File: config.mk
export PLATFORM = sky130hd
export DESIGN_NAME = utf8_to_codepoint_decoder_unit_flat
export DESIGN_NICKNAME = d
export VERILOG_FILES = /design/src/sv/utf8d_pkg.sv /design/src/sv/utf8d_if.sv /design/src/sv/utf8d_front.sv /design/src/sv/utf8d_queue.sv /design/src/sv/utf8d_back.sv /design/src/sv/utf8_to_codepoint_decoder_unit.sv /design/src/flat_wrapper.sv
export SDC_FILE = /design/constraint.sdc
export NUM_CORES = 1
export LEC_CHECK = 0
export ABC_CLOCK_PERIOD_IN_PS = 6000
export BUFFER_PORTS_ARGS = -buffer_cell sky130_fd_sc_hd__buf_2
export CORE_ASPECT_RATIO = 1.2
export CORE_MARGIN = 2
export CORE_UTILIZATION = 25
export CTS_CLUSTER_DIAMETER = 100
export CTS_CLUSTER_SIZE = 12
export DETAILED_ROUTE_END_ITERATION = 7
export PLACE_DENSITY = 0.51
export SLEW_MARGIN = 5
export SYNTH_ARGS = -nofsm -noshare
export SYNTH_HDL_FRONTEND = slang
export SYNTH_SLANG_ARGS = --single-unit
File: constraint.sdc
create_clock -name clk -period 6 [get_ports clk]
set_input_delay 0.6 -clock clk [delete_from_list [all_inputs] [get_ports clk]]
set_output_delay 0.6 -clock clk [all_outputs]
set_load 0.01 [all_outputs]
File: src/sv/utf8d_pkg.sv
// ----------------------------------------------------------------------------
// UTF-8 decoder package
// Shared types and constants for the byte classifier, the request queue and
// the sequence assembler.
// ----------------------------------------------------------------------------
package utf8d_pkg;

  // Byte classes produced by the front end.
  localparam logic [2:0] KIND_ASCII = 3'd0;
  localparam logic [2:0] KIND_LEAD2 = 3'd1;
  localparam logic [2:0] KIND_LEAD3 = 3'd2;
  localparam logic [2:0] KIND_LEAD4 = 3'd3;
  localparam logic [2:0] KIND_CONT  = 3'd4;
  localparam logic [2:0] KIND_BAD   = 3'd5;

  // Result status codes.
  localparam logic [1:0] ST_OK       = 2'd0;
  localparam logic [1:0] ST_INVALID  = 2'd1;
  localparam logic [1:0] ST_CAPACITY = 2'd2;

  localparam int          CP_W       = 21;
  localparam int          CAP_W      = 16;
  localparam logic [15:0] CAP_RESET  = 16'd256;
  localparam logic [20:0] SURR_LO    = 21'h00D800;
  localparam logic [20:0] SURR_HI    = 21'h00DFFF;

  // Queue between the classifier and the assembler.
  localparam int QUEUE_DEPTH = 2;
  localparam int QPTR_W      = $clog2(QUEUE_DEPTH);
  localparam int QCNT_W      = $clog2(QUEUE_DEPTH + 1);

  // One classified byte. The payload holds the seven ASCII bits, the masked
  // lead bits or the six continuation bits, right aligned.
  typedef struct packed {
    logic [2:0] kind;
    logic [6:0] bits;
    logic       eos;
  } item_t;

endpackage

File: src/sv/utf8d_if.sv
// ----------------------------------------------------------------------------
// UTF-8 decoder channel interfaces
// Valid/ready channels for incoming bytes and outgoing decode results.
// ----------------------------------------------------------------------------
interface utf8d_in_if;
  logic       valid;
  logic       ready;
  logic [7:0] data_byte;
  logic       end_of_string;

  modport source (output valid, output data_byte, output end_of_string, input ready);
  modport sink   (input valid, input data_byte, input end_of_string, output ready);
endinterface

interface utf8d_out_if;
  logic        valid;
  logic        ready;
  logic [20:0] codepoint;
  logic        has_codepoint;
  logic [1:0]  status;
  logic        done_res;
  logic [15:0] out_count;

  modport source (output valid, output codepoint, output has_codepoint, output status,
                  output done_res, output out_count, input ready);
  modport sink   (input valid, input codepoint, input has_codepoint, input status,
                  input done_res, input out_count, output ready);
endinterface

File: src/sv/utf8d_front.sv
// ----------------------------------------------------------------------------
// UTF-8 byte classifier
// Accepts bytes from the input channel and sorts each into a byte class.
// ----------------------------------------------------------------------------
module utf8d_front (
  utf8d_in_if.sink         in_ch,
  input  logic             q_full,
  output logic             push,
  output utf8d_pkg::item_t item
);

  assign in_ch.ready = !q_full;
  assign push        = in_ch.valid && !q_full;

  always_comb begin
    item.eos  = in_ch.end_of_string;
    item.bits = in_ch.data_byte[6:0];
    if (in_ch.data_byte[7] == 1'b0) begin
      item.kind = utf8d_pkg::KIND_ASCII;
    end else if (in_ch.data_byte[7:6] == 2'b10) begin
      item.kind = utf8d_pkg::KIND_CONT;
      item.bits = {1'b0, in_ch.data_byte[5:0]};
    end else if (in_ch.data_byte[7:5] == 3'b110) begin
      item.kind = utf8d_pkg::KIND_LEAD2;
      item.bits = {2'b00, in_ch.data_byte[4:0]};
    end else if (in_ch.data_byte[7:4] == 4'b1110) begin
      item.kind = utf8d_pkg::KIND_LEAD3;
      item.bits = {3'b000, in_ch.data_byte[3:0]};
    end else if (in_ch.data_byte[7:3] == 5'b11110) begin
      item.kind = utf8d_pkg::KIND_LEAD4;
      item.bits = {4'b0000, in_ch.data_byte[2:0]};
    end else begin
      item.kind = utf8d_pkg::KIND_BAD;
    end
  end

endmodule

File: src/sv/utf8d_queue.sv
// ----------------------------------------------------------------------------
// UTF-8 decoder request queue
// A short first-in first-out store of classified bytes.
// ----------------------------------------------------------------------------
module utf8d_queue (
  input  logic             clk,
  input  logic             rst_n,
  input  logic             push,
  input  utf8d_pkg::item_t push_item,
  input  logic             pop,
  output utf8d_pkg::item_t head,
  output logic             full,
  output logic             empty
);

  utf8d_pkg::item_t                    store_r [utf8d_pkg::QUEUE_DEPTH];
  logic [utf8d_pkg::QPTR_W-1:0]        wr_ptr_r, wr_ptr_nxt;
  logic [utf8d_pkg::QPTR_W-1:0]        rd_ptr_r, rd_ptr_nxt;
  logic [utf8d_pkg::QCNT_W-1:0]        cnt_r, cnt_nxt;

  assign full  = (cnt_r == utf8d_pkg::QCNT_W'(utf8d_pkg::QUEUE_DEPTH));
  assign empty = (cnt_r == '0);
  assign head  = store_r[rd_ptr_r];

  always_comb begin
    wr_ptr_nxt = wr_ptr_r;
    rd_ptr_nxt = rd_ptr_r;
    cnt_nxt    = cnt_r;
    if (push) begin
      wr_ptr_nxt = (wr_ptr_r == utf8d_pkg::QPTR_W'(utf8d_pkg::QUEUE_DEPTH - 1)) ?
                   '0 : wr_ptr_r + 1'b1;
    end
    if (pop) begin
      rd_ptr_nxt = (rd_ptr_r == utf8d_pkg::QPTR_W'(utf8d_pkg::QUEUE_DEPTH - 1)) ?
                   '0 : rd_ptr_r + 1'b1;
    end
    if (push && !pop) begin
      cnt_nxt = cnt_r + 1'b1;
    end else if (pop && !push) begin
      cnt_nxt = cnt_r - 1'b1;
    end
  end

  always_ff @(posedge clk) begin
    if (!rst_n) begin
      wr_ptr_r <= '0;
      rd_ptr_r <= '0;
      cnt_r    <= '0;
    end else begin
      wr_ptr_r <= wr_ptr_nxt;
      rd_ptr_r <= rd_ptr_nxt;
      cnt_r    <= cnt_nxt;
    end
  end

  always_ff @(posedge clk) begin
    if (push) begin
      store_r[wr_ptr_r] <= push_item;
    end
  end

`ifndef SYNTH
  a_no_overflow: assert property (@(posedge clk) disable iff (!rst_n)
    full |-> !push)
    else $error("request pushed into a full queue");
  a_no_underflow: assert property (@(posedge clk) disable iff (!rst_n)
    empty |-> !pop)
    else $error("request popped from an empty queue");
  a_count_bound: assert property (@(posedge clk) disable iff (!rst_n)
    cnt_r <= utf8d_pkg::QCNT_W'(utf8d_pkg::QUEUE_DEPTH))
    else $error("queue occupancy beyond its depth");
`endif

endmodule

File: src/sv/utf8d_back.sv
// ----------------------------------------------------------------------------
// UTF-8 sequence assembler
// Builds codepoints from classified bytes, tracks errors and the per-string
// count, and holds each result in an output register.
// ----------------------------------------------------------------------------
module utf8d_back #(
  parameter int COUNT_BITS = 16
) (
  input  logic             clk,
  input  logic             rst_n,
  input  logic             cfg_we,
  input  logic [15:0]      cfg_wdata,
  input  logic             q_empty,
  input  utf8d_pkg::item_t item,
  output logic             pop,
  utf8d_out_if.source      out_ch
);

  localparam int CMP_W = (COUNT_BITS > utf8d_pkg::CAP_W) ? COUNT_BITS : utf8d_pkg::CAP_W;

  logic [15:0]           cap_r;
  logic [20:0]           acc_r, acc_nxt;
  logic [1:0]            pend_r, pend_nxt;
  logic [COUNT_BITS-1:0] cnt_r, cnt_nxt;
  logic                  err_r, err_nxt;
  logic [1:0]            code_r, code_nxt;

  logic                  ov_r;
  logic [20:0]           ocp_r;
  logic                  ohave_r;
  logic [1:0]            ost_r;
  logic                  odone_r;
  logic [15:0]           ocnt_r;

  logic                  have;
  logic [20:0]           cp;
  logic [20:0]           acc_sh;
  logic                  at_cap;
  logic                  produce;
  logic [CMP_W-1:0]      cnt_ext;

  assign pop     = !q_empty && (!ov_r || out_ch.ready);
  assign at_cap  = (CMP_W'(cnt_r) >= CMP_W'(cap_r)) || (&cnt_r);
  assign acc_sh  = {acc_r[14:0], item.bits[5:0]};

  always_comb begin
    acc_nxt  = acc_r;
    pend_nxt = pend_r;
    cnt_nxt  = cnt_r;
    err_nxt  = err_r;
    code_nxt = code_r;
    have     = 1'b0;
    cp       = '0;
    if (!err_r) begin
      if (pend_r == 2'd0) begin
        if (at_cap) begin
          err_nxt  = 1'b1;
          code_nxt = utf8d_pkg::ST_CAPACITY;
        end else begin
          unique case (item.kind)
            utf8d_pkg::KIND_ASCII: begin
              cp   = {14'd0, item.bits};
              have = 1'b1;
            end
            utf8d_pkg::KIND_LEAD2: begin
              acc_nxt  = {14'd0, item.bits};
              pend_nxt = 2'd1;
            end
            utf8d_pkg::KIND_LEAD3: begin
              acc_nxt  = {14'd0, item.bits};
              pend_nxt = 2'd2;
            end
            utf8d_pkg::KIND_LEAD4: begin
              acc_nxt  = {14'd0, item.bits};
              pend_nxt = 2'd3;
            end
            default: begin
              err_nxt  = 1'b1;
              code_nxt = utf8d_pkg::ST_INVALID;
            end
          endcase
        end
      end else if (item.kind != utf8d_pkg::KIND_CONT) begin
        err_nxt  = 1'b1;
        code_nxt = utf8d_pkg::ST_INVALID;
        pend_nxt = 2'd0;
        acc_nxt  = '0;
      end else begin
        pend_nxt = pend_r - 2'd1;
        acc_nxt  = acc_sh;
        if (pend_r == 2'd1) begin
          cp      = acc_sh;
          acc_nxt = '0;
          have    = 1'b1;
        end
      end
      // Surrogate halves are rejected rather than emitted.
      if (have && cp >= utf8d_pkg::SURR_LO && cp <= utf8d_pkg::SURR_HI) begin
        have     = 1'b0;
        cp       = '0;
        err_nxt  = 1'b1;
        code_nxt = utf8d_pkg::ST_INVALID;
      end
      // A sequence cut short by the end of the string.
      if (!err_nxt && pend_nxt != 2'd0 && item.eos) begin
        err_nxt  = 1'b1;
        code_nxt = utf8d_pkg::ST_INVALID;
        pend_nxt = 2'd0;
        acc_nxt  = '0;
      end
      if (have) begin
        cnt_nxt = cnt_r + 1'b1;
      end
    end
  end

  assign produce = have || item.eos;
  assign cnt_ext = CMP_W'(cnt_nxt);

  always_ff @(posedge clk) begin
    if (!rst_n) begin
      cap_r  <= utf8d_pkg::CAP_RESET;
      acc_r  <= '0;
      pend_r <= '0;
      cnt_r  <= '0;
      err_r  <= 1'b0;
      code_r <= utf8d_pkg::ST_OK;
      ov_r   <= 1'b0;
    end else begin
      if (cfg_we) begin
        cap_r <= cfg_wdata;
      end
      if (pop) begin
        if (item.eos) begin
          acc_r  <= '0;
          pend_r <= '0;
          cnt_r  <= '0;
          err_r  <= 1'b0;
          code_r <= utf8d_pkg::ST_OK;
        end else begin
          acc_r  <= acc_nxt;
          pend_r <= pend_nxt;
          cnt_r  <= cnt_nxt;
          err_r  <= err_nxt;
          code_r <= code_nxt;
        end
      end
      if (pop && produce) begin
        ov_r <= 1'b1;
      end else if (out_ch.ready) begin
        ov_r <= 1'b0;
      end
    end
  end

  always_ff @(posedge clk) begin
    if (pop && produce) begin
      ocp_r   <= cp;
      ohave_r <= have;
      ost_r   <= err_nxt ? code_nxt : utf8d_pkg::ST_OK;
      odone_r <= item.eos;
      ocnt_r  <= cnt_ext[15:0];
    end
  end

  assign out_ch.valid         = ov_r;
  assign out_ch.codepoint     = ocp_r;
  assign out_ch.has_codepoint = ohave_r;
  assign out_ch.status        = ost_r;
  assign out_ch.done_res      = odone_r;
  assign out_ch.out_count     = ocnt_r;

`ifndef SYNTH
  a_cp_clean: assert property (@(posedge clk) disable iff (!rst_n)
    ov_r && ohave_r |-> ost_r == utf8d_pkg::ST_OK)
    else $error("codepoint result carries an error status");
  a_mid_has_cp: assert property (@(posedge clk) disable iff (!rst_n)
    ov_r && !odone_r |-> ohave_r)
    else $error("mid-string result without a codepoint");
  a_err_no_pend: assert property (@(posedge clk) disable iff (!rst_n)
    err_r |-> pend_r == 2'd0 && acc_r == '0)
    else $error("sequence still pending after an error");
  a_hold_stall: assert property (@(posedge clk) disable iff (!rst_n)
    ov_r && !out_ch.ready |=> ov_r && $stable(ocnt_r) && $stable(ocp_r))
    else $error("held result changed while stalled");
`endif

endmodule

File: src/sv/utf8_to_codepoint_decoder_unit.sv
// ----------------------------------------------------------------------------
// UTF-8 to codepoint decoder
// Decodes a stream of UTF-8 bytes into codepoints, one byte per clock while out_ch is not stalled.
// ----------------------------------------------------------------------------
// Usage:
// The in_ch channel carries one byte per request, with end_of_string set on
// the last byte of each string. The out_ch channel delivers a result for
// every completed codepoint and one final result on the last byte, which
// carries done_res, the string's status and its codepoint count.
// cfg_we with cfg_wdata sets the per-string codepoint capacity (256 after
// reset); write it only while the block is idle.
// Throughput is one byte per clock while out_ch is not stalled. A byte
// accepted on in_ch is classified and written into the queue, is taken
// from the queue head by the assembler, and its result, if any, is
// registered in the output register and presented on out_ch. The
// assembler loop, which folds six bits into the accumulator and checks
// the count against capacity, sets that rate.
// When the receiver stalls, the output register holds its result, the
// two-entry queue soaks up the bytes in flight, and in_ch.ready falls only
// once the queue is full. Synchronous reset clears the queue, the output
// register and the string state, and restores the capacity.
// ----------------------------------------------------------------------------
module utf8_to_codepoint_decoder_unit #(
  parameter int COUNT_BITS = 16
) (
  input  logic        clk,
  input  logic        rst_n,
  utf8d_in_if.sink    in_ch,
  utf8d_out_if.source out_ch,
  input  logic        cfg_we,
  input  logic [15:0] cfg_wdata
);

  // Handshake between the classifier, the queue and the assembler.
  logic             push;
  logic             pop;
  logic             q_full;
  logic             q_empty;
  utf8d_pkg::item_t push_item;
  utf8d_pkg::item_t head;

  // Front end: classifies each byte as it is accepted.
  utf8d_front u_front (
    .in_ch  (in_ch),
    .q_full (q_full),
    .push   (push),
    .item   (push_item)
  );

  // Queue: lets the front accept while the back waits on the receiver.
  utf8d_queue u_queue (
    .clk       (clk),
    .rst_n     (rst_n),
    .push      (push),
    .push_item (push_item),
    .pop       (pop),
    .head      (head),
    .full      (q_full),
    .empty     (q_empty)
  );

  // Back end: assembles sequences and owns the result register.
  utf8d_back #(
    .COUNT_BITS (COUNT_BITS)
  ) u_back (
    .clk       (clk),
    .rst_n     (rst_n),
    .cfg_we    (cfg_we),
    .cfg_wdata (cfg_wdata),
    .q_empty   (q_empty),
    .item      (head),
    .pop       (pop),
    .out_ch    (out_ch)
  );

endmodule

File: src/flat_wrapper.sv
// flat-port wrapper written by rule: the top's interface ports become plain ports
module utf8_to_codepoint_decoder_unit_flat 
#(
  parameter int COUNT_BITS = 16
)
  (clk, rst_n, cfg_we, cfg_wdata, in_ch_valid, in_ch_data_byte, in_ch_end_of_string, in_ch_ready, out_ch_valid, out_ch_codepoint, out_ch_has_codepoint, out_ch_status, out_ch_done_res, out_ch_out_count, out_ch_ready);
  utf8d_in_if in_ch_i ();
  utf8d_out_if out_ch_i ();
  input  logic clk;
  input  logic rst_n;
  input  logic cfg_we;
  input  logic [15:0] cfg_wdata;
  input wire logic [$bits(in_ch_i.valid)-1:0] in_ch_valid;
  input wire logic [$bits(in_ch_i.data_byte)-1:0] in_ch_data_byte;
  input wire logic [$bits(in_ch_i.end_of_string)-1:0] in_ch_end_of_string;
  output wire logic [$bits(in_ch_i.ready)-1:0] in_ch_ready;
  output wire logic [$bits(out_ch_i.valid)-1:0] out_ch_valid;
  output wire logic [$bits(out_ch_i.codepoint)-1:0] out_ch_codepoint;
  output wire logic [$bits(out_ch_i.has_codepoint)-1:0] out_ch_has_codepoint;
  output wire logic [$bits(out_ch_i.status)-1:0] out_ch_status;
  output wire logic [$bits(out_ch_i.done_res)-1:0] out_ch_done_res;
  output wire logic [$bits(out_ch_i.out_count)-1:0] out_ch_out_count;
  input wire logic [$bits(out_ch_i.ready)-1:0] out_ch_ready;
  assign in_ch_i.valid = in_ch_valid;
  assign in_ch_i.data_byte = in_ch_data_byte;
  assign in_ch_i.end_of_string = in_ch_end_of_string;
  assign in_ch_ready = in_ch_i.ready;
  assign out_ch_valid = out_ch_i.valid;
  assign out_ch_codepoint = out_ch_i.codepoint;
  assign out_ch_has_codepoint = out_ch_i.has_codepoint;
  assign out_ch_status = out_ch_i.status;
  assign out_ch_done_res = out_ch_i.done_res;
  assign out_ch_out_count = out_ch_i.out_count;
  assign out_ch_i.ready = out_ch_ready;
  utf8_to_codepoint_decoder_unit #(.COUNT_BITS(COUNT_BITS)) u_core (.clk(clk), .rst_n(rst_n), .in_ch(in_ch_i), .out_ch(out_ch_i), .cfg_we(cfg_we), .cfg_wdata(cfg_wdata));
endmodule
==> metrics.md <==
| Metric | Value |
|---|---|
| Ports | 73 |
| Slew HR | 0.3057 |
| Final setup TNS | 0 ns |
| Remaining antenna violation count | 0 |
| Crit path required time | between 6 and 7 ns |
| Top cells by count, synth | edfxtp_1, dfxtp_1, nand2_1 |
| Drt drc | 0 |
| Worst-case hold slack | around 0.37 ns |
| Crit Path Max Fanout | 34 |
| Fmax | a little under 0.3 GHz |
| First drt pass iteration count | 4 |
| Synthesis-to-layout area growth | 20.93% |
| CTS tree | built |
| Global Route Usage Sum | 0.1143 |
| Total count of hold-check failures in the final report | 0 |
| Post-Route WL | roughly 13,000 microns |
| Root Buffer | clkbuf_16 |
| Clock buffer count from CTS | 17 |
| Placeable core area | ~23,000 sq um |
| Max clock buf depth | 2 |
| 1st-iter DRT viols | between 200 and 300 |
| Port-buffer cells | 72 |
| Largest net degree at the start of global routing | 36 |
| Syn Inst Count | between 500 and 600 |
| Post-CTS Hold Buffers | 0 |
| H-tree depth | 4 |
| CTS sink cnt | around 120 |
| Hold Crit Class | input port to register |
| Net Count, Synth | about 600 |
| Clock Latency Late Sink | approximately 0.42 ns |
| Clock-pin slew on the worst setup and hold paths | ~0.060 ns |
| Top post-synthesis cells by area | edfxtp_1, dfxtp_1, ha_1 |
| # nets final | 676 |
| Global route overflow | 0 |
| Final HPWL DP | a little under 10,000 microns |
| DR vias | 4,198 |
| Number of endpoints failing setup at the final stage | 0 |
| Drt wl/cell | 14.68 microns |
| GPL Wtd Cong | about 0.8 |
| Row Count | 60 |
| Yosys warning total | 0 |
| Area of the multi-input gates | around 2500 sq um |
| Max-Cap Viols | 0 |
| Worst-Margin Slew | roughly 1.0 ns |
| Vias in the first global route | just over 4,000 |
| Resize count post-CTS | 0 |
| Vias/cell | around 4.6 |
| Crit path kind | register to register |
| Startpoint types | register |
| RSZ-0062 raised after global routing | false |
| Sequential area share after synthesis | 0.5286 |
| Fin. max-slew vios | 0 |
| Die area | 24,340 sq um |
| Fill cells | about 2,400 |
| Post-synth EDFFs | 63 |
| Status | completed |
| First-pass GRT wire length | between 20,000 and 25,000 microns |
| Cell taking the most area after synthesis | edfxtp_1 |
| Synthesized flop and latch total | approximately 120 |
| Pwr dens | between 400 and 500 nW/um^2 |
| Share of cells above drive strength 1 | 0.1972 |
| Critical Path Sink Type | register |
| Antenna Cells | 0 |
| Area share of the largest cell type after synthesis | 0.3276 |
| Leak | about 2.7 nW |
| Sequential cell area | 3053 sq um |
| Post-Syn Area | between 5000 and 6000 sq um |
| Die X | roughly 140 microns |
| Top-count cell post-synth | edfxtp_1 |
| Initial antenna violation count | 0 |
| VDD IR max | 215.1 uV |
| Synth unique cells | 66 |
| Main synth FF type | edfxtp_1 |
| Postcts setup bufs | 0 |
| Tcrit/Tclk final | 0.5599 |
| Post-synth ARST share | 0 |
| CP arrival | ~3.4 ns |
| Die Ht | approximately 170 microns |
| Starting density of the core | 0.2564 |
| Skew final | between 0.01 and 0.015 ns |
| Fin crit period | approximately 3.4 ns |
| Post-Syn Area per Cell | about 10 sq um |
## worst paths after layout
kind,start,to,slack [ns],cells after the start
hold reg to reg,u_core.u_back.acc_r[14]$_SDFFE_PN0P_,u_core.u_back.acc_r[14]$_SDFFE_PN0P_,0.48,2
setup / recovery,register,u_core.u_back.out_ch.codepoint[4]$_SDFFCE_PP0P_,2.64,7
setup reg to reg,register,u_core.u_back.out_ch.codepoint[4]$_SDFFCE_PP0P_,2.64,7
hold / removal,in_ch_data_byte[1],u_core.u_queue.store_r[1][2]$_DFFE_PP_,0.37,1
## stage by stage
| stage | cell area, sq um | total power [mW] | setup slack, ns | cells | utilization |
|---|---|---|---|---|---|
| 6_report | 6984 | 2.963 | 2.641 | 918 | 0.3101 |
| 5_1_grt | 6984 | 3.131 | 2.327 | 918 | 0.3101 |
| 4_1_cts | 6984 | 3.008 | 2.576 | 918 | 0.3101 |
| 3_5_place_dp | 6385 | 1.971 | 2.574 | 886 | 0.2835 |
| 3_3_place_gp | 6385 | 1.964 | 2.674 | 886 | 0.2835 |
| 2_1_floorplan | 5776 | 1.725 | 1.517 | 562 | - |
## flip-flops by register name (all words and copies together), names as in the netlist, 15 cells and up, named ones only
signal / count
u_core.u_back.out_ch.out_count: 16
u_core.u_back.acc_r: 15
u_core.u_queue.store_r: 22
u_core.u_back.cnt_r: 16
u_core.u_back.cap_r: 16
u_core.u_back.out_ch.codepoint: 21
## report_power, final
part           leakage [nW]  total [mW]  internal, mW  switching, mW
logic                  1.34       0.784         0.273          0.511
clock network         0.290        1.02         0.612          0.413
registers              1.07        1.16          1.07         0.0853
## layer usage
| metal | track usage | wire length, microns |
|---|---|---|
| met4 | 0.04606 | 230 |
| met5 | 0 | 0 |
| met2 | 0.1867 | 6375 |
| met3 | 0.02127 | 461 |
| met1 | 0.1493 | 6409 |
## worst max-delay path: stages, from the launching register on
cell	delay (ns)
dfxtp_1	0.80
mux2i_4	0.44
a211oi_4	0.09
a31oi_1	0.37
nand3_2	0.19
and2_4	0.28
a21oi_4	0.36
buf_4	0.45
## cell families after synthesis
group | after synthesis | share of synthesized area
and+or+nand+nor | 211 | 0.1872
DFF | 121 | 0.5286
AOI/OAI and AO/OA | 104 | 0.1185
buffers and inverters | 60 | 0.04398
muxes | 27 | 0.04961
adders and majority gates | 20 | 0.04333
xor gates and xnor gates | 19 | 0.02881
## area by class of cell
class                   instances  area share
well taps                     279     0.04998
repair buffers                 77     0.05697
flip-flops and latches        121      0.4371
clock inverters                14     0.02132
clock buffers                  18     0.06449
inverters                      28     0.01505
multi-input cells             381      0.3551
## layout by cell type (no fill, tap or decap), types with 23 or more instances in the layout
cell,netlist,layout
buf_2,2,72
inv_1,27,27
nor2_1,48,48
a21oi_1,25,24
edfxtp_1,63,63
o21ai_0,23,23
mux2i_1,23,23
nand2_1,50,50
dfxtp_1,58,58
nand3_1,29,29
No activity file was read; power rests on OpenSTA's default activity.
